===== src/design/tsq_pkg.sv =====
// Package for the touch sample qualifier: field widths, register indexes,
// request, result, command and status types. No dependencies.
package tsq_pkg;

  localparam int unsigned SAMPLE_W  = 12;
  localparam int unsigned SCREEN_W  = 9;
  localparam int unsigned CFG_IDX_W = 3;
  localparam int unsigned ORIENT_W  = 3;
  localparam int unsigned PHASE_W   = 2;
  localparam int unsigned SETTLE_W  = 4;
  localparam int unsigned ATTEMPT_W = 3;
  localparam int unsigned PROD_W    = 2 * SAMPLE_W;
  localparam int unsigned VAL_W     = PROD_W + 2;

  localparam logic [CFG_IDX_W-1:0] REG_THRESHOLD   = 3'd0;
  localparam logic [CFG_IDX_W-1:0] REG_DELTA       = 3'd1;
  localparam logic [CFG_IDX_W-1:0] REG_X_OFFSET    = 3'd2;
  localparam logic [CFG_IDX_W-1:0] REG_X_SPAN      = 3'd3;
  localparam logic [CFG_IDX_W-1:0] REG_Y_OFFSET    = 3'd4;
  localparam logic [CFG_IDX_W-1:0] REG_Y_SPAN      = 3'd5;
  localparam logic [CFG_IDX_W-1:0] REG_ORIENTATION = 3'd6;

  localparam logic CMD_PRESSURE = 1'b0;
  localparam logic CMD_POSITION = 1'b1;

  localparam int unsigned ORIENT_SWAP  = 0;
  localparam int unsigned ORIENT_INV_X = 1;
  localparam int unsigned ORIENT_INV_Y = 2;

  typedef struct packed {
    logic                cmd;
    logic [SAMPLE_W-1:0] sample_a;
    logic [SAMPLE_W-1:0] sample_b;
  } tsq_req_t;

  typedef struct packed {
    logic                want_position;
    logic                poll_done;
    logic                pressed;
    logic [SCREEN_W-1:0] point_x;
    logic [SCREEN_W-1:0] point_y;
  } tsq_res_t;

  typedef struct packed {
    logic step;
    logic sel_y;
    logic mul;
    logic div_start;
    logic fin;
    logic push;
  } tsq_cmd_t;

  typedef struct packed {
    logic cal_needed;
    logic div_done;
  } tsq_sts_t;

endpackage


===== src/design/touch_sample_qualifier.sv =====
// Touch sample qualifier: judges pressure and position samples from a
// resistive touch controller, one request at a time, and returns one result
// per request naming the next sample kind, plus the calibrated touch point at
// the end of each poll. A request that does not finish a poll with a found
// touch goes from evaluation straight to the output register; one that does
// is first calibrated on the shared bit-serial divider (24 quotient bits per
// axis, x then y). A finished result sits in the output register, so the next
// request is taken while it waits. Configuration writes land at once; the user
// must make them only while the block is idle; this is not enforced.
// Depends on tsq_pkg, tsq_ctrl, tsq_dp and tsq_div.
module touch_sample_qualifier #(
  parameter int unsigned SETTLE_READS  = 8,
  parameter int unsigned ATTEMPTS      = 5,
  parameter int unsigned SCREEN_WIDTH  = 480,
  parameter int unsigned SCREEN_HEIGHT = 320
) (
  input  logic                          clk_i,
  input  logic                          rst_ni,
  input  logic                          in_valid_i,
  output logic                          in_stall_o,
  input  tsq_pkg::tsq_req_t             in_req_i,
  output logic                          out_valid_o,
  input  logic                          out_stall_i,
  output tsq_pkg::tsq_res_t             out_res_o,
  input  logic                          cfg_we_i,
  input  logic [tsq_pkg::CFG_IDX_W-1:0] cfg_idx_i,
  input  logic [tsq_pkg::SAMPLE_W-1:0]  cfg_data_i
);
  import tsq_pkg::*;

  tsq_cmd_t cmd;
  tsq_sts_t sts;

  tsq_ctrl u_ctrl (
    .clk_i       (clk_i),
    .rst_ni      (rst_ni),
    .in_valid_i  (in_valid_i),
    .in_stall_o  (in_stall_o),
    .out_stall_i (out_stall_i),
    .out_valid_o (out_valid_o),
    .sts_i       (sts),
    .cmd_o       (cmd)
  );

  tsq_dp #(
    .SETTLE_READS  (SETTLE_READS),
    .ATTEMPTS      (ATTEMPTS),
    .SCREEN_WIDTH  (SCREEN_WIDTH),
    .SCREEN_HEIGHT (SCREEN_HEIGHT)
  ) u_dp (
    .clk_i      (clk_i),
    .rst_ni     (rst_ni),
    .req_i      (in_req_i),
    .cfg_we_i   (cfg_we_i),
    .cfg_idx_i  (cfg_idx_i),
    .cfg_data_i (cfg_data_i),
    .cmd_i      (cmd),
    .sts_o      (sts),
    .res_o      (out_res_o)
  );

endmodule


===== src/design/tsq_div.sv =====
// Bit-serial restoring divider, one quotient bit per cycle.
// Depends on tsq_pkg for the operand widths.
module tsq_div (
  input  logic                         clk_i,
  input  logic                         rst_ni,
  input  logic                         start_i,
  input  logic [tsq_pkg::PROD_W-1:0]   dividend_i,
  input  logic [tsq_pkg::SAMPLE_W-1:0] divisor_i,
  output logic [tsq_pkg::PROD_W-1:0]   quotient_o,
  output logic                         done_o
);
  import tsq_pkg::*;

  localparam int unsigned CNT_W = $clog2(PROD_W);
  localparam logic [CNT_W-1:0] LAST_C = CNT_W'(PROD_W - 1);

  logic                busy_q;
  logic                done_q;
  logic [CNT_W-1:0]    cnt_q;
  logic [SAMPLE_W-1:0] rem_q, rem_d;
  logic [SAMPLE_W-1:0] div_q;
  logic [PROD_W-1:0]   quo_q;
  logic [SAMPLE_W:0]   trial;
  logic                bit_d;

  always_comb begin
    trial = {rem_q, quo_q[PROD_W-1]};
    if (trial >= {1'b0, div_q}) begin
      rem_d = SAMPLE_W'(trial - {1'b0, div_q});
      bit_d = 1'b1;
    end else begin
      rem_d = trial[SAMPLE_W-1:0];
      bit_d = 1'b0;
    end
  end

  always_ff @(posedge clk_i or negedge rst_ni) begin
    if (!rst_ni) begin
      busy_q <= 1'b0;
      done_q <= 1'b0;
      cnt_q  <= '0;
    end else begin
      done_q <= 1'b0;
      if (start_i) begin
        busy_q <= 1'b1;
        cnt_q  <= '0;
      end else if (busy_q) begin
        cnt_q <= cnt_q + 1'b1;
        if (cnt_q == LAST_C) begin
          busy_q <= 1'b0;
          done_q <= 1'b1;
        end
      end
    end
  end

  always_ff @(posedge clk_i) begin
    if (start_i) begin
      quo_q <= dividend_i;
      rem_q <= '0;
      div_q <= divisor_i;
    end else if (busy_q) begin
      quo_q <= {quo_q[PROD_W-2:0], bit_d};
      rem_q <= rem_d;
    end
  end

  assign quotient_o = quo_q;
  assign done_o     = done_q;

endmodule


===== src/design/tsq_dp.sv =====
// Datapath: configuration registers, sample qualification state, calibration
// arithmetic and the result register. Depends on tsq_pkg and tsq_div.
module tsq_dp #(
  parameter int unsigned SETTLE_READS  = 8,
  parameter int unsigned ATTEMPTS      = 5,
  parameter int unsigned SCREEN_WIDTH  = 480,
  parameter int unsigned SCREEN_HEIGHT = 320
) (
  input  logic                          clk_i,
  input  logic                          rst_ni,
  input  tsq_pkg::tsq_req_t             req_i,
  input  logic                          cfg_we_i,
  input  logic [tsq_pkg::CFG_IDX_W-1:0] cfg_idx_i,
  input  logic [tsq_pkg::SAMPLE_W-1:0]  cfg_data_i,
  input  tsq_pkg::tsq_cmd_t             cmd_i,
  output tsq_pkg::tsq_sts_t             sts_o,
  output tsq_pkg::tsq_res_t             res_o
);
  import tsq_pkg::*;

  typedef enum logic [PHASE_W-1:0] {
    PH_SETTLE,
    PH_POS1,
    PH_RECHECK,
    PH_POS2
  } phase_e;

  localparam logic [SAMPLE_W-1:0]  WIDTH_C  = SAMPLE_W'(SCREEN_WIDTH);
  localparam logic [SAMPLE_W-1:0]  HEIGHT_C = SAMPLE_W'(SCREEN_HEIGHT);
  localparam logic [SETTLE_W-1:0]  SETTLE_C = SETTLE_W'(SETTLE_READS);
  localparam logic [ATTEMPT_W-1:0] ATTEMPT_C = ATTEMPT_W'(ATTEMPTS);
  localparam logic [SAMPLE_W-1:0]  FULL_C   = {SAMPLE_W{1'b1}};
  localparam logic [SAMPLE_W-1:0]  PREV_RST = SAMPLE_W'(1);

  function automatic logic [SAMPLE_W-1:0] pressure_of(input logic [SAMPLE_W-1:0] z1,
                                                      input logic [SAMPLE_W-1:0] z2);
    logic [SAMPLE_W:0] z;
    z = {1'b0, FULL_C} + {1'b0, z1} - {1'b0, z2};
    if (z == {1'b0, FULL_C}) begin
      return '0;
    end else if (z[SAMPLE_W]) begin
      return FULL_C;
    end
    return z[SAMPLE_W-1:0];
  endfunction

  function automatic logic [SAMPLE_W-1:0] diff_of(input logic [SAMPLE_W-1:0] p,
                                                  input logic [SAMPLE_W-1:0] q);
    return (p > q) ? p - q : q - p;
  endfunction

  // configuration
  logic [SAMPLE_W-1:0] thr_q, delta_q, xoff_q, xspan_q, yoff_q, yspan_q;
  logic [ORIENT_W-1:0] orient_q;

  // qualification state
  phase_e               phase_q, phase_d;
  logic [SAMPLE_W-1:0]  prev_q, prev_d;
  logic [SETTLE_W-1:0]  settle_q, settle_d;
  logic [ATTEMPT_W-1:0] attempt_q, attempt_d, attempt_inc;
  logic [SAMPLE_W-1:0]  first_x_q, first_x_d, first_y_q, first_y_d;
  logic [SAMPLE_W-1:0]  kept_x_q, kept_x_d, kept_y_q, kept_y_d;
  logic                 found_q, found_d;
  logic [SAMPLE_W-1:0]  kx_upd, ky_upd;
  logic                 found_upd;
  logic                 kind_ok, end_att, done, wants_pos;
  logic [SAMPLE_W-1:0]  z;

  // per-request result and calibration
  logic                want_q, done_q, cal_q;
  logic [SAMPLE_W-1:0] rx_q, ry_q;
  logic [PROD_W-1:0]   mag_q;
  logic                neg_q;
  logic [SCREEN_W-1:0] sx_q, sy_q;
  logic                okx_q, oky_q;
  tsq_res_t            res_q;

  logic [SAMPLE_W-1:0] raw, off, span, span_eff, size;
  logic                inv, neg;
  logic [SAMPLE_W-1:0] absd;
  logic [PROD_W-1:0]   prod;
  logic [PROD_W-1:0]   quo;
  logic                div_done;
  logic signed [VAL_W-1:0] qs, val, size_s;
  logic                ok;
  logic                pressed;

  always_comb begin
    phase_d   = phase_q;
    prev_d    = prev_q;
    settle_d  = settle_q;
    attempt_d = attempt_q;
    first_x_d = first_x_q;
    first_y_d = first_y_q;
    kx_upd    = kept_x_q;
    ky_upd    = kept_y_q;
    found_upd = found_q;
    end_att   = 1'b0;
    done      = 1'b0;
    wants_pos = (phase_q == PH_POS1) || (phase_q == PH_POS2);
    kind_ok   = ((req_i.cmd == CMD_POSITION) == wants_pos);
    z         = pressure_of(req_i.sample_a, req_i.sample_b);
    attempt_inc = attempt_q + 1'b1;

    if (kind_ok) begin
      case (phase_q)
        PH_SETTLE: begin
          if (z <= prev_q) begin
            if (z > thr_q) phase_d = PH_POS1;
            else           end_att = 1'b1;
          end else begin
            prev_d   = z;
            settle_d = settle_q + 1'b1;
            if (settle_d >= SETTLE_C) end_att = 1'b1;
          end
        end
        PH_POS1: begin
          first_x_d = req_i.sample_a;
          first_y_d = req_i.sample_b;
          phase_d   = PH_RECHECK;
        end
        PH_RECHECK: begin
          if (z > thr_q) phase_d = PH_POS2;
          else           end_att = 1'b1;
        end
        PH_POS2: begin
          if (diff_of(first_x_q, req_i.sample_a) <= delta_q &&
              diff_of(first_y_q, req_i.sample_b) <= delta_q) begin
            kx_upd    = first_x_q;
            ky_upd    = first_y_q;
            found_upd = 1'b1;
          end
          end_att = 1'b1;
        end
        default: phase_d = PH_SETTLE;
      endcase
    end

    if (end_att) begin
      phase_d   = PH_SETTLE;
      prev_d    = PREV_RST;
      settle_d  = '0;
      attempt_d = attempt_inc;
      done      = (attempt_inc >= ATTEMPT_C);
    end

    kept_x_d = kx_upd;
    kept_y_d = ky_upd;
    found_d  = found_upd;
    if (done) begin
      attempt_d = '0;
      found_d   = 1'b0;
      kept_x_d  = '0;
      kept_y_d  = '0;
    end
  end

  // axis selection for the shared multiplier and divider
  always_comb begin
    raw  = cmd_i.sel_y ? ry_q     : rx_q;
    off  = cmd_i.sel_y ? yoff_q   : xoff_q;
    span = cmd_i.sel_y ? yspan_q  : xspan_q;
    size = cmd_i.sel_y ? HEIGHT_C : WIDTH_C;
    inv  = cmd_i.sel_y ? orient_q[ORIENT_INV_Y] : orient_q[ORIENT_INV_X];
    span_eff = (span == '0) ? SAMPLE_W'(1) : span;
    neg  = (raw < off);
    absd = neg ? off - raw : raw - off;
    prod = PROD_W'(absd * size);
    size_s = $signed({{(VAL_W-SAMPLE_W){1'b0}}, size});
    qs   = $signed({2'b00, quo});
    if (neg_q) qs = -qs;
    val  = inv ? size_s - qs : qs;
    ok   = (val >= 0) && (val < size_s);
    pressed = cal_q && okx_q && oky_q;
  end

  tsq_div u_div (
    .clk_i      (clk_i),
    .rst_ni     (rst_ni),
    .start_i    (cmd_i.div_start),
    .dividend_i (mag_q),
    .divisor_i  (span_eff),
    .quotient_o (quo),
    .done_o     (div_done)
  );

  always_ff @(posedge clk_i or negedge rst_ni) begin
    if (!rst_ni) begin
      thr_q     <= 12'd20;
      delta_q   <= 12'd20;
      xoff_q    <= 12'd248;
      xspan_q   <= 12'd3571;
      yoff_q    <= 12'd202;
      yspan_q   <= 12'd3647;
      orient_q  <= 3'd5;
      phase_q   <= PH_SETTLE;
      prev_q    <= PREV_RST;
      settle_q  <= '0;
      attempt_q <= '0;
      first_x_q <= '0;
      first_y_q <= '0;
      kept_x_q  <= '0;
      kept_y_q  <= '0;
      found_q   <= 1'b0;
      want_q    <= 1'b0;
      done_q    <= 1'b0;
      cal_q     <= 1'b0;
    end else begin
      if (cfg_we_i) begin
        case (cfg_idx_i)
          REG_THRESHOLD:   thr_q    <= cfg_data_i;
          REG_DELTA:       delta_q  <= cfg_data_i;
          REG_X_OFFSET:    xoff_q   <= cfg_data_i;
          REG_X_SPAN:      xspan_q  <= cfg_data_i;
          REG_Y_OFFSET:    yoff_q   <= cfg_data_i;
          REG_Y_SPAN:      yspan_q  <= cfg_data_i;
          REG_ORIENTATION: orient_q <= cfg_data_i[ORIENT_W-1:0];
          default: ;
        endcase
      end
      if (cmd_i.step) begin
        phase_q   <= phase_d;
        prev_q    <= prev_d;
        settle_q  <= settle_d;
        attempt_q <= attempt_d;
        first_x_q <= first_x_d;
        first_y_q <= first_y_d;
        kept_x_q  <= kept_x_d;
        kept_y_q  <= kept_y_d;
        found_q   <= found_d;
        want_q    <= (phase_d == PH_POS1) || (phase_d == PH_POS2);
        done_q    <= done;
        cal_q     <= done && found_upd;
      end
    end
  end

  always_ff @(posedge clk_i) begin
    if (cmd_i.step) begin
      rx_q <= orient_q[ORIENT_SWAP] ? ky_upd : kx_upd;
      ry_q <= orient_q[ORIENT_SWAP] ? kx_upd : ky_upd;
    end
    if (cmd_i.mul) begin
      mag_q <= prod;
      neg_q <= neg;
    end
    if (cmd_i.fin) begin
      if (cmd_i.sel_y) begin
        sy_q  <= val[SCREEN_W-1:0];
        oky_q <= ok;
      end else begin
        sx_q  <= val[SCREEN_W-1:0];
        okx_q <= ok;
      end
    end
    if (cmd_i.push) begin
      res_q.want_position <= want_q;
      res_q.poll_done     <= done_q;
      res_q.pressed       <= pressed;
      res_q.point_x       <= pressed ? sx_q : '0;
      res_q.point_y       <= pressed ? sy_q : '0;
    end
  end

  assign sts_o.cal_needed = cal_q;
  assign sts_o.div_done   = div_done;
  assign res_o            = res_q;

endmodule


===== src/design/tsq_ctrl.sv =====
// Controller: sequences request evaluation, calibration and result hand-off.
// Depends on tsq_pkg for the command and status types.
module tsq_ctrl (
  input  logic              clk_i,
  input  logic              rst_ni,
  input  logic              in_valid_i,
  output logic              in_stall_o,
  input  logic              out_stall_i,
  output logic              out_valid_o,
  input  tsq_pkg::tsq_sts_t sts_i,
  output tsq_pkg::tsq_cmd_t cmd_o
);
  import tsq_pkg::*;

  typedef enum logic [3:0] {
    ST_IDLE,
    ST_EVAL,
    ST_MUL_X,
    ST_DIV_X,
    ST_WAIT_X,
    ST_MUL_Y,
    ST_DIV_Y,
    ST_WAIT_Y,
    ST_PUSH
  } state_e;

  state_e state_q;
  logic   out_valid_q;
  logic   out_free;

  assign out_free = !out_valid_q || !out_stall_i;

  always_comb begin
    cmd_o.step      = (state_q == ST_IDLE) && in_valid_i;
    cmd_o.sel_y     = (state_q == ST_MUL_Y) || (state_q == ST_DIV_Y) ||
                      (state_q == ST_WAIT_Y);
    cmd_o.mul       = (state_q == ST_MUL_X) || (state_q == ST_MUL_Y);
    cmd_o.div_start = (state_q == ST_DIV_X) || (state_q == ST_DIV_Y);
    cmd_o.fin       = ((state_q == ST_WAIT_X) || (state_q == ST_WAIT_Y)) && sts_i.div_done;
    cmd_o.push      = (state_q == ST_PUSH) && out_free;
  end

  always_ff @(posedge clk_i or negedge rst_ni) begin
    if (!rst_ni) begin
      state_q     <= ST_IDLE;
      out_valid_q <= 1'b0;
    end else begin
      if (cmd_o.push) begin
        out_valid_q <= 1'b1;
      end else if (!out_stall_i) begin
        out_valid_q <= 1'b0;
      end
      case (state_q)
        ST_IDLE:   if (in_valid_i) state_q <= ST_EVAL;
        ST_EVAL:   state_q <= sts_i.cal_needed ? ST_MUL_X : ST_PUSH;
        ST_MUL_X:  state_q <= ST_DIV_X;
        ST_DIV_X:  state_q <= ST_WAIT_X;
        ST_WAIT_X: if (sts_i.div_done) state_q <= ST_MUL_Y;
        ST_MUL_Y:  state_q <= ST_DIV_Y;
        ST_DIV_Y:  state_q <= ST_WAIT_Y;
        ST_WAIT_Y: if (sts_i.div_done) state_q <= ST_PUSH;
        ST_PUSH:   if (out_free) state_q <= ST_IDLE;
        default:   state_q <= ST_IDLE;
      endcase
    end
  end

  assign in_stall_o  = (state_q != ST_IDLE);
  assign out_valid_o = out_valid_q;

endmodule

===== config.mk =====
export PLATFORM = sky130hd
export DESIGN_NAME = touch_sample_qualifier
export DESIGN_NICKNAME = d
export VERILOG_FILES = /design/src/design/tsq_pkg.sv /design/src/design/touch_sample_qualifier.sv /design/src/design/tsq_div.sv /design/src/design/tsq_dp.sv /design/src/design/tsq_ctrl.sv
export SDC_FILE = /design/constraint.sdc
export NUM_CORES = 1
export LEC_CHECK = 0
export ABC_AREA = 1
export BUFFER_PORTS_ARGS = -buffer_cell sky130_fd_sc_hd__buf_2
export CAP_MARGIN = 15
export CORE_MARGIN = 2
export CORE_UTILIZATION = 58
export CTS_BUF_LIST = sky130_fd_sc_hd__clkbuf_16
export DETAILED_ROUTE_END_ITERATION = 8
export PLACE_DENSITY = 0.78
export SLEW_MARGIN = 10
export SYNTH_ARGS = -nofsm -noshare
export SYNTH_HDL_FRONTEND = slang
export SYNTH_SLANG_ARGS = --single-unit

===== constraint.sdc =====
create_clock -name clk_i -period 6.8 [get_ports clk_i]
set_input_delay 1.7 -clock clk_i [delete_from_list [all_inputs] [get_ports clk_i]]
set_output_delay 1.7 -clock clk_i [all_outputs]
set_load 0.02 [all_outputs]

### After elaboration in Yosys (flattened, before gate mapping)

Index checks and enable logic that the tools add are counted.

* register bits after elaboration: 298
* latch bits: 0
* memory bits (writable): 0
* memory bits (read-only): 0
* input port bits: 45
* output and inout bits: 23
* word-level logic and storage cells: 207
* memories kept: 0

* add/subtract/negate cells: 14
* multipliers: 1
* divide/modulo/power cells: 0
* order comparisons: 12
* eq/ne operators: 28
* shifts and indexed selects: 0
* mux-type cells: 71
* bitwise gates (word level): 1
* reduce and logical (&&, ||, !) cells: 40

Operators by type and width (number)
* 2-to-1 mux 12 bit: 24
* subtractor 12 bit: 7
* 2-to-1 mux 26 bit: 2
* 2-to-1 mux 24 bit: 2
* greater-than comparator 12 bit: 3
* less-or-equal comparator 12 bit: 3
* 2-to-1 mux 4 bit: 9
* case mux 4 bit (9 select lines): 1
* >= comparator 26 x 1 -> 1 bit (second input constant): 1
* less-than comparator 26 x 10 -> 1 bit: 1
* negation 24 -> 26 bit: 1
* subtractor 13 x 26 -> 26 bit: 1
* multiplier 12 x 12 -> 24 bit: 1
* 2-to-1 mux 1 bit: 21
* AND reduction 2 bit: 10
* equality test 4 x 3 -> 1 bit (second input constant): 4
* adder 12 x 12 -> 13 bit (first input constant): 1
* equality test 13 x 12 -> 1 bit (second input constant): 1
* >= comparator 13 x 12 -> 1 bit: 1
* subtractor 13 x 12 -> 13 bit: 1
* logical NOT 12 bit: 1
* less-than comparator 12 bit: 1
* 2-to-1 mux 2 bit: 5
* 2-to-1 mux 5 bit: 2
* other kinds (32): 63

### Depth between registers and ports, before layout

Gate-level depths: netlist (run 1).

* depth in word-level cells: 13
* depth in mapped cells: 46

### Modules after synthesis

From an unflattened synthesis (run 1), not the netlist that was laid out.

* cells, all modules: 2797
* area, all modules: 21294.2 µm²

By module, submodules not included
* tsq_dp: times used 1, cells an instance 2353, area an instance 17837.1 µm², seq. area each 6183.4 µm²
* tsq_div: times used 1, cells an instance 386, area an instance 3088.0 µm², seq. area each 1496.4 µm²
* tsq_ctrl: times used 1, cells an instance 58, area an instance 369.1 µm², seq. area each 125.1 µm²

### Worst setup path before layout (run 1)

Ideal clock, no wire load.

* path kind: register to register
* start point: reg u_ctrl.state_q[3]
* end point: reg u_dp.mag_q[20] (data pin)
* setup time: 0.252 ns
* data arrival time: 6.513 ns
* setup slack: 0.035 ns
* stages on the path, launching flop included: 41
* buffers on the path: 3
* clock period less this slack: 6.765 ns
* path through: dfrtp_1 -> nor2_4 -> inv_2 -> nor2_8 -> inv_2 -> clkbuf_1 -> clkbuf_1 -> o21ai_0 -> inv_1 -> ha_1 -> fa_1 -> o21ai_2 -> a21oi_1 -> o21ai_2 -> nand2_1 -> inv_1 -> nor2_1 -> o21bai_2 -> [5 not listed] -> fa_1 -> fa_1 -> inv_1 -> ha_1 -> ha_1 -> ha_1 -> nand3_1 -> nand2_1 -> a21oi_1 -> o21bai_1 -> nand2_1 -> nand2_1 -> a21oi_1 -> o21bai_1 -> a21oi_1 -> or2_2 -> nand3_1 -> nand2_1

* cells in the longest elaborated chain, start to end: 7
* elaborated cells between the ends (all ways): 13
* those cells by class: add/sub (2); mul (1); order compare (1); eq/ne (3); mux (4); reduce/logical (2)

Ends and longest elaborated chain
* start: declaration: RTL line tsq_ctrl.sv:27 `state_e state_q;`
* start signal: assignment: RTL line tsq_ctrl.sv:55 `ST_EVAL: state_q <= sts_i.cal_needed ? ST_MUL_X : ST_PUSH;`
* equality test 4 x 3 -> 1 bit: RTL line tsq_ctrl.sv:35 `cmd_o.sel_y = (state_q == ST_MUL_Y) || (state_q == ST_DIV_Y) ||`
* logical OR 1 bit: RTL line tsq_ctrl.sv:35
* logical OR 1 bit (*): RTL line tsq_ctrl.sv:35
* 2-to-1 mux 12 bit, on equally long branches: RTL line tsq_dp.sv:160, tsq_dp.sv:161
* less-than comparator 12 bit (*): RTL line tsq_dp.sv:166 `neg = (raw < off);`
* net u_dp.neg: RTL line tsq_dp.sv:79 `logic inv, neg;`
* 2-to-1 mux 12 bit (*): RTL line tsq_dp.sv:167 `absd = neg ? off - raw : raw - off;`
* multiplier 12 x 12 -> 24 bit (*): RTL line tsq_dp.sv:168 `prod = PROD_W'(absd * size);`
* net u_dp.prod[20]: RTL line tsq_dp.sv:81 `logic [PROD_W-1:0] prod;`
* end signal: assignment: RTL line tsq_dp.sv:244 `mag_q <= prod;`
* end: declaration: RTL line tsq_dp.sv:72 `logic [PROD_W-1:0] mag_q;`

Mark *: on every way through the listed nets, which the timed path passes. The rest lies on a longest branch.
A chain may end at the register's enable or synchronous reset.

### Worst setup path in the final report (run 1)

* start point: reg u_ctrl.state_q[2]
* end point: reg u_dp.mag_q[20] (data pin)

* cells in the longest elaborated chain, start to end: 7
* elaborated cells between the ends (all ways): 13
* those cells by class: add/sub (2); mul (1); order compare (1); eq/ne (3); mux (4); reduce/logical (2)

Ends and longest elaborated chain (RTL line)
* equality test 4 x 3 -> 1 bit: tsq_ctrl.sv:35
* logical OR 1 bit: tsq_ctrl.sv:35
* logical OR 1 bit (*): tsq_ctrl.sv:35
* 2-to-1 mux 12 bit, on equally long branches: tsq_dp.sv:160, tsq_dp.sv:161
* subtractor 12 bit or less-than comparator 12 bit (tied branches): tsq_dp.sv:167, tsq_dp.sv:166
* 2-to-1 mux 12 bit: tsq_dp.sv:167
* multiplier 12 x 12 -> 24 bit (*): tsq_dp.sv:168
* net u_dp.prod[20]: tsq_dp.sv:81

Marks and branches as above.

==> results by group, run 1 <==
GRT
  – Global-route track usage on met1: 0.350
  – GRT overflow: 0
  – GR Util met3: 0.0342
  – Global-route wire length before repair: 87.9 mm
  – Largest net degree at the start of global routing: 94
  – Vias in the first global route: 17844
  – Met2 usage: 0.512
  – Most used routing layer: met2
  – Total GRT Usage: 0.285
  – Initial antenna violation count: 0

Critical path
  – Crit Path Class: flip-flop to flip-flop
  – Worst EP arrival: 6.94 ns
  – Critical Path RT: 7.09 ns
  – Worst reg2reg path depth: 37
  – CP most frequent cell: nand2_1
  – Crit-path max FO: 5
  – CP startpoint kind: flip-flop
  – Worst setup EP type: flip-flop
  – Crit path max-delay cell type: fa_1
  – Worst path max stage delay: 0.52 ns

STA
  – Fin. Hold Viols: 0
  – Min Hold Slack: 0.447 ns
  – Final Max Slew Viols: 0
  – Period utilization: 0.978
  – Relative slew slack: 0.266
  – Actual slew at the worst max-slew pin: 1.10 ns
  – TNS Setup: 0 ns
  – Final Setup Violations: 0
  – Crit path time final: 6.65 ns
  – Setup Skew: 0.0256 ns
  – Fmax: 0.150 GHz

Yosys
  – Synth Register Bits: 292
  – Syn Std Cell Area: 21000 um2
  – Post-Synth XOR/XNOR Area: 0.0316
  – Seq/Total Area, Yosys: 0.375
  – Simple-gate share of the synthesized area: 0.213
  – Post-Synth Adder-Cell Area: 0.143
  – Synth cell types: 66
  – Mux cell area share after synthesis: 0.00589
  – Main combinational cell family by area after synthesis: simple AND/OR/NAND/NOR gates
  – Most used DFF post-synth: dfrtp_1
  – Avg Inst Size Synth: 7.81 um2
  – Post-synth ARST share: 0.548
  – Syn_nets: 2964
  – Post-synthesis compound-gate area fraction: 0.136
  – Post-Synthesis Cells: 2696
  – EDFF count, synth: 120
  – Yosys synthesis warning count: 0

Final layout
  – Fin area: 23500 um2
  – Antenna diode count: 0
  – Max reg flops: 24
  – Fraction of layout cells with a size suffix above 1: 0.124
  – Synth-to-layout area growth: 11.8%
  – FILL cells: 2967
  – Most frequent cells in the layout: 616 x nand2_1, 442 x inv_1, 294 x o21ai_0
  – Commonest non-fill, non-tap cell in the layout: nand2_1
  – Nets@finish: 3049

CTS
  – CTS tree: built
  – Clk_lat worst skew: 0.55 ns
  – CTS H-tree depth: 2
  – Worst-path clk slew: 0.06 ns
  – CTS Sinks: 292
  – Clock Path Buffers: 3
  – CTS Hold Bufs: 0
  – Total CTS buffers: 34
  – Clk root buf: clkbuf_16

Run
  – Max-Cap Viols: 0

Run status
  – Status: complete, no violations

Floorplanning
  – Core Area: 35700 um2
  – Horiz. Die Dim: 194 um
  – DIE AREA: 37800 um2
  – Die span in y: 194 um
  – Initial Util: 0.590
  – FP Rows: 69
  – Top Ports: 68

Detailed routing
  – Total wire length: 54.4 mm
  – Routed vias/inst: 5.55
  – Antenna-violating nets left: 0
  – Routed len/inst: 16.6 um
  – DRT iter0 DRCs: 1281
  – Drt pass-1 iters: 5
  – DRC: 0
  – Routed vias: 18118

Min path
  – Worst min path class: flip-flop to flip-flop
  – Hold Path Depth: 0

Place
  – Hpwl dp: 40.9 mm
  – Port Buffers: 67
  – Routability cong.: 0.956
  – Placed Area: 21900 um2
[metrics by stage]
stage / util / setup slack [ns] / std cells
2_1_floorplan: - / 0.0350 / 2696
3_3_place_gp: 0.615 / 0.199 / 3183
3_5_place_dp: 0.615 / 0.0267 / 3183
4_1_cts: 0.647 / 0.0118 / 3244
5_1_grt: 0.660 / -0.218 / 3267
6_report: 0.660 / 0.152 / 3267
[synthesized netlist by cell type, drive strengths merged (6+ instances only)]
library cell	n	area [um2]
xnor2	24	210
mux2i	9	90.1
or2	15	93.8
clkbuf	50	188
buf	22	125
o21bai	6	48.8
a221oi	7	61.3
nor2	193	821
nor4	8	50.1
dfxtp	12	240
a21oi	119	603
ha	194	2430
nor3	27	140
o21ai	339	1730
fa	29	581
a31oi	7	50.1
a21o	13	97.6
nand4	24	150
inv	449	1690
dfrtp	126	3150
edfxtp	120	3600
xor2	51	454
dfstp	34	893
nand2	651	2540
nand3	122	631
o21a	6	45.0
[metal layers]
metal  routed length (um)  vias up
met3                 2330      129
met1                22800     8536
met4                 2090        0
li1                     -     8930
met5                    0        -
met2                27200      523
[worst max-delay path, delay by kind of cell (launching register included)]
family                   cells  cell delay [ns]
AO/OA/AOI/OAI               10             1.33
adder cells (fa/ha/maj)      7             2.46
buffers and inverters        6             0.64
flip-flops                   1             0.38
AND/OR/NAND/NOR             14             1.56
[layout make-up]
| type | instances | area, um2 | area share |
|---|---|---|---|
| timing repair buffer | 120 | 767 | 0.0326 |
| timing repair inverter | 1 | 7.51 | 0.000319 |
| tap | 461 | 577 | 0.0245 |
| multi-input combinational | 1880 | 11400 | 0.486 |
| clock buffer | 35 | 876 | 0.0372 |
| inverter | 452 | 1710 | 0.0727 |
| sequential | 292 | 7890 | 0.335 |
| clock inverter | 26 | 260 | 0.0111 |
[logic make-up after synthesis]
logic type,count (synthesis)
buffers and inverters,524
flip-flops,292
adder cells (fa/ha/maj),223
AND/OR/NAND/NOR,1046
multiplexers,12
XOR/XNOR,75
AO/OA/AOI/OAI,524
[worst paths after layout]
path,endpoint,start,slack [ns]
max,u_dp.mag_q[20],u_ctrl.state_q[2],0.15
min,u_dp.res_o[20],u_dp.want_q,0.45
max reg2reg,u_dp.mag_q[20],u_ctrl.state_q[2],0.15
min reg2reg,u_dp.res_o[20],u_dp.want_q,0.45
max in group asynchronous,u_dp.u_div.cnt_q[2],rst_ni,4.14
min in group asynchronous,u_dp.prev_q[8],rst_ni,1.26
[timing repair]
action	CTS	global route
cloned	0	2
setup buffers	0	21
hold endpoints to repair	0	0
pin swaps	0	27
endpoints found under the setup margin	2	7
gates resized for setup	2	71
Power of run 1 is left out: the tool's default activity adds up to more than one toggle a clock period on the data nets, which glitch-free logic cannot reach.
==> run 2, diff against run 1 <==
--- a/config.mk
+++ b/config.mk
@@ -5,7 +5,6 @@
 export SDC_FILE = /design/constraint.sdc
 export NUM_CORES = 1
 export LEC_CHECK = 0
-export ABC_AREA = 1
 export BUFFER_PORTS_ARGS = -buffer_cell sky130_fd_sc_hd__buf_2
 export CAP_MARGIN = 15
 export CORE_MARGIN = 2
==> constraint.sdc (replaced) <==
create_clock -name clk_i -period 6.8 [get_ports clk_i]
set_input_delay 1.36 -clock clk_i [delete_from_list [all_inputs] [get_ports clk_i]]
set_output_delay 1.36 -clock clk_i [all_outputs]
set_load 0.02 [all_outputs]
==> results by group, run 2 <==
STA
  – Fin. Hold Viols: 0
  – Setup Skew: 0.0268 ns
  – Min Hold Slack: 0.465 ns
  – Period utilization: 1.02
  – Fmax: 0.145 GHz
  – Final Max Slew Viols: 0
  – Final Setup Violations: 5
  – Final worst slack: -0.117 ns
  – Crit path time final: 6.92 ns
  – RSZ-0062 raised after global routing: yes
  – Actual slew at the worst max-slew pin: 1.11 ns
  – Relative slew slack: 0.256
  – TNS Setup: -0.363 ns

Yosys
  – Yosys synthesis warning count: 0
  – Post-Synth XOR/XNOR Area: 0.0374
  – EDFF count, synth: 120
  – Avg Inst Size Synth: 9.46 um2
  – Simple-gate share of the synthesized area: 0.161
  – Synth cell count leaders: 263 x nand2_1, 194 x ha_1, 187 x inv_1
  – Mux cell area share after synthesis: 0.0669
  – Most used DFF post-synth: dfrtp_1
  – Most frequent cell after synthesis: nand2_1
  – Synth top area share: 0.171
  – Post-Synth Adder-Cell Area: 0.143
  – Yosys top cell by area: edfxtp_1
  – Main combinational cell family by area after synthesis: compound AO/OA/AOI/OAI gates
  – Post-synthesis compound-gate area fraction: 0.161
  – Synth Register Bits: 292
  – Synth cell types: 98
  – Main area contributors after synthesis: edfxtp_1 17%, dfrtp_1 15%, ha_1 12%, nand2_1 4.7%, dfstp_2 4.2%
  – Post-synth ARST share: 0.548
  – Seq/Total Area, Yosys: 0.374
  – Post-Synthesis Cells: 2228
  – Syn_nets: 2496
  – Syn Std Cell Area: 21100 um2

Final layout
  – Synth-to-layout area growth: 13.5%
  – FILL cells: 2742
  – Register area: 7890 um2
  – Fraction of layout cells with a size suffix above 1: 0.186
  – Commonest non-fill, non-tap cell in the layout: nand2_1
  – Max reg flops: 24
  – Nets@finish: 2615
  – Multi-input logic area: 12400 um2
  – Most frequent cells in the layout: 261 x nand2_1, 190 x inv_1, 180 x ha_1
  – Fin area: 23900 um2

Detailed routing
  – Routed vias/inst: 6.01
  – Antenna-violating nets left: 0
  – Total wire length: 51.9 mm
  – DRT iter0 DRCs: 1061
  – Routed vias: 17037
  – DRC: 0
  – Drt pass-1 iters: 7
  – Routed len/inst: 18.3 um

Critical path
  – Worst EP arrival: 7.23 ns
  – Critical Path RT: 7.12 ns
  – Worst setup EP type: flip-flop
  – CP Buf/Inv Count: 5
  – Crit path max-delay cell type: fa_1
  – Delay-heaviest family, CP: adder cells
  – Crit-path max FO: 8
  – Worst path max stage delay: 0.50 ns
  – Crit Path Class: flip-flop to flip-flop
  – CP startpoint kind: flip-flop

CTS
  – Worst-path clk slew: 0.06 ns
  – Clock Path Buffers: 3
  – CTS Sinks: 292
  – CTS tree: built
  – CTS Hold Bufs: 0
  – Clk_lat worst skew: 0.59 ns
  – Clk root buf: clkbuf_16
  – CTS H-tree depth: 1
  – Total CTS buffers: 31

Floorplanning
  – Horiz. Die Dim: 195 um
  – Initial Util: 0.591
  – Core Area: 35700 um2
  – Die span in y: 195 um
  – DIE AREA: 37900 um2
  – FP Rows: 69
  – Top Ports: 68

Run
  – Max-Cap Viols: 0

Power and ir drop
  – Clk pwr share: 0.115
  – Sw Pwr: 5630 uW
  – Max VDD drop: 1.11 mV
  – Reg power frac: 0.192
  – Sw frac: 0.411
  – Combinational fraction of design power: 0.693
  – LEAKAGE: 0.0106 uW
  – Power Dens Cells: 573 nW/um2
  – P_int: 8080 uW

GRT
  – Initial antenna violation count: 0
  – Global-route wire length before repair: 84.9 mm
  – GRT overflow: 0
  – Vias in the first global route: 17125
  – Largest net degree at the start of global routing: 88
  – Total GRT Usage: 0.273

Place
  – Placed Area: 22500 um2
  – Port Buffers: 67
  – Routability cong.: 0.916
  – Hpwl dp: 38.5 mm

Run status
  – Failing checks: setup timing
  – Status: finished with violations

Min path
  – Worst min path class: flip-flop to flip-flop
==> run 2: cell count changes in the layout (fill, tap and decap cells not counted), moves of 29 or more <==
cell	delta
a21o_1	+50
nand2_1	-355
nand3_1	-69
buf_4	+67
mux2i_1	+51
o21ai_1	-29
mux2_2	+61
and2_1	+29
nor2_1	-88
nor2b_1	+54
o21ai_0	-148
inv_1	-252
==> run 2: through the flow <==
step | power [uW] | setup WS, ns | cells | utilization
floorplan | 8210 | -0.440 | 2228 | -
global route | 14900 | -0.399 | 2832 | 0.671
CTS | 12500 | 0.00482 | 2819 | 0.665
global placement | 10000 | 0.0613 | 2744 | 0.631
finish | 13700 | -0.117 | 2833 | 0.671
detailed placement | 10500 | -0.159 | 2745 | 0.632
==> run 2: final timing paths <==
check                      slack (ns)                 to         startpoint  cells after the start
setup / recovery                -0.12     u_dp.mag_q[21]  u_ctrl.state_q[0]                     33
hold / removal                   0.46     u_dp.res_o[20]        u_dp.want_q                      0
setup reg to reg                -0.12     u_dp.mag_q[21]  u_ctrl.state_q[0]                     33
hold reg to reg                  0.46     u_dp.res_o[20]        u_dp.want_q                      0
max in group asynchronous        4.49   u_dp.orient_q[1]             rst_ni                      2
min in group asynchronous        0.84  u_dp.first_y_q[9]             rst_ni                      1
==> run 2: layout make-up <==
| class | count | share of cell area |
|---|---|---|
| diodes | 1 | 0.000105 |
| clock buffers | 32 | 0.0335 |
| clock inverters | 25 | 0.00580 |
| inverters | 190 | 0.0301 |
| multi-input cells | 1638 | 0.517 |
| flip-flops and latches | 292 | 0.330 |
| well taps | 461 | 0.0241 |
| repair buffers | 194 | 0.0598 |
==> run 2: worst register-to-register path: cells and delay by family, from the launching register on <==
family / cells / cell delay (ns)
AOI/OAI and AO/OA: 12 / 1.76
xor gates and xnor gates: 2 / 0.37
adders and majority gates: 8 / 2.49
buffers and inverters: 5 / 0.67
DFF: 1 / 0.39
muxes: 2 / 0.38
and+or+nand+nor: 4 / 0.58
==> run 2: power groups by stage <==
stage	clock network, uW	logic (uW)	registers, uW
CTS	1600	8270	2630
global route	1670	10600	2660
global placement	0	7380	2650
detailed placement	0	7800	2660
finish	1580	9500	2640
floorplan	0	5600	2610
==> run 2: timing repair <==
| item | in CTS | in global routing |
|---|---|---|
| gates cloned | 1 | 0 |
| setup endpoints to repair | 6 | 8 |
| pin swaps | 23 | 11 |
| setup buffers | 16 | 10 |
| resized for setup | 20 | 24 |
==> run 2: cells by family after synthesis <==
logic type / count (synthesis)
AO/OA/AOI/OAI: 517
multiplexers: 133
adder cells (fa/ha/maj): 223
XOR/XNOR: 90
AND/OR/NAND/NOR: 675
buffers and inverters: 298
flip-flops: 292
==> run 2: per-layer routing <==
layer / up-vias / global-route usage / routed length, um
met5: - / 0 / 0
met4: 0 / 0.107 / 2030
met3: 112 / 0.0307 / 2260
met2: 444 / 0.487 / 25700
met1: 8313 / 0.340 / 21900
li1: 8168 / - / -
Note: power is estimated with default switching activity, not from simulation.
==> run 3, diff against run 2 <==
--- a/config.mk
+++ b/config.mk
@@ -12,7 +12,8 @@
 export CTS_BUF_LIST = sky130_fd_sc_hd__clkbuf_16
 export DETAILED_ROUTE_END_ITERATION = 8
 export PLACE_DENSITY = 0.78
-export SLEW_MARGIN = 10
+export RECOVER_POWER = 100
+export SLEW_MARGIN = 20
 export SYNTH_ARGS = -nofsm -noshare
 export SYNTH_HDL_FRONTEND = slang
 export SYNTH_SLANG_ARGS = --single-unit
==> results by group, run 3 (same netlist as run 2, synthesis figures left out) <==
Run status
  – Status: finished with violations
  – Failing checks: setup timing

Place
  – Placed insts: 2744
  – Hpwl dp: 38.5 mm
  – Placed Area: 22500 um2
  – Port Buffers: 67
  – Routability cong.: 0.916
  – Pre-CTS setup slack: -0.162 ns

Power and ir drop
  – Power Dens Cells: 556 nW/um2
  – Max VDD drop: 1.07 mV
  – LEAKAGE: 0.0106 uW

Floorplanning
  – DIE AREA: 37900 um2
  – Top Ports: 68
  – Horiz. Die Dim: 195 um
  – Core Area: 35700 um2
  – Die span in y: 195 um
  – FP Rows: 69
  – Initial Util: 0.591

STA
  – RSZ-0062 raised after global routing: yes
  – Relative slew slack: 0.311
  – Fin. Hold Viols: 0
  – Final Setup Violations: 5
  – Final Max Slew Viols: 0
  – Actual slew at the worst max-slew pin: 1.02 ns
  – Fmax: 0.143 GHz
  – Crit path time final: 6.97 ns
  – Setup Skew: 0.0230 ns
  – Period utilization: 1.02
  – Min Hold Slack: 0.459 ns
  – Final worst slack: -0.169 ns

Critical path
  – CP most frequent cell: ha_4
  – Crit-path max FO: 8
  – Critical Path RT: 7.06 ns
  – Worst setup EP type: flip-flop
  – Crit Path Class: flip-flop to flip-flop
  – Worst path max stage delay: 0.50 ns
  – Worst EP arrival: 7.23 ns
  – CP startpoint kind: flip-flop
  – Crit path max-delay cell type: fa_1

Final layout
  – Nets@finish: 2612
  – Max reg flops: 24
  – FILL cells: 2734
  – Fin area: 24000 um2
  – Commonest non-fill, non-tap cell in the layout: nand2_1
  – Antenna diode count: 0
  – Layout Cells excl Fill: 2831
  – Fraction of layout cells with a size suffix above 1: 0.181
  – Synth-to-layout area growth: 14.0%
  – Most frequent cells in the layout: 263 x nand2_1, 187 x inv_1, 184 x ha_1

CTS
  – CTS tree: built
  – CTS Sinks: 292
  – Total CTS buffers: 34
  – Clk_lat worst skew: 0.53 ns
  – Worst-path clk slew: 0.06 ns
  – Clock Path Buffers: 3
  – Clk root buf: clkbuf_16
  – CTS H-tree depth: 2

Detailed routing
  – DRC: 0
  – Antenna-violating nets left: 0
  – Total wire length: 52.3 mm
  – DRT iter0 DRCs: 1059
  – Routed vias: 16949
  – Drt pass-1 iters: 5
  – Routed len/inst: 18.5 um
  – Routed vias/inst: 5.99

GRT
  – Global-route wire length before repair: 84.5 mm
  – GRT overflow: 0
  – Largest net degree at the start of global routing: 88
  – Total GRT Usage: 0.273
  – Initial antenna violation count: 0
  – Vias in the first global route: 17063

Min path
  – Worst min path class: flip-flop to flip-flop

Run
  – Max-Cap Viols: 0
[run 3: cell type report]
class | instances | area, um2 | share of cell area
clock buffers | 34 | 851 | 0.0354
flip-flops and latches | 292 | 7890 | 0.328
repair buffers | 188 | 1390 | 0.0579
inverters | 190 | 718 | 0.0299
clock inverters | 28 | 244 | 0.0102
well taps | 461 | 577 | 0.0240
multi-input cells | 1638 | 12400 | 0.514
[run 3: what timing repair did]
action | 4_1_cts | 5_1_grt
resized for setup | 12 | 21
hold buffers | 0 | 0
pin swaps | 21 | 15
cloned | 1 | 1
setup buffers | 13 | 12
setup endpoints to repair | 5 | 8
[run 3: worst max-delay path: cells and delay by family (launching register included)]
family,cells,cell delay [ns]
fa+ha+maj,7,2.27
compound gates,12,2.11
buf+inv,6,0.69
simple gates,4,0.53
mux,2,0.42
flops,1,0.40
xor+xnor,2,0.29
[run 3: report_power, final]
group	switching [uW]	internal, uW
combinational	4500	4440
clock	760	1040
sequential	187	2450
total	5450	7930
[run 3: worst paths after layout]
check	depth (start not counted)	slack (ns)	startpoint	to
max in group asynchronous	2	4.47	rst_ni	u_dp.orient_q[1]
worst min register to register	0	0.46	u_dp.want_q	u_dp.res_o[20]
worst min-delay path	0	0.46	u_dp.want_q	u_dp.res_o[20]
worst max-delay path	33	-0.17	u_ctrl.state_q[1]	u_dp.mag_q[20]
min in group asynchronous	1	0.88	rst_ni	u_dp.first_y_q[6]
worst max register to register	33	-0.17	u_ctrl.state_q[1]	u_dp.mag_q[20]
[run 3: per-stage QoR]
| stage | power, uW | setup TNS [ns] | utilization |
|---|---|---|---|
| 2_1_floorplan | 8210 | -1.87 | - |
| 3_3_place_gp | 10000 | 0 | 0.631 |
| 3_5_place_dp | 10500 | -0.629 | 0.631 |
| 4_1_cts | 12800 | 0 | 0.668 |
| 5_1_grt | 14400 | -1.92 | 0.674 |
| 6_report | 13400 | -0.427 | 0.674 |
[run 3: metal layers]
| metal | up-vias | track usage | part of all wire |
|---|---|---|---|
| met3 | 120 | 0.0383 | 0.045 |
| met1 | 8205 | 0.335 | 0.42 |
| met5 | - | 0 | 0 |
| met2 | 444 | 0.489 | 0.50 |
| met4 | 0 | 0.0966 | 0.035 |
| li1 | 8180 | - | - |
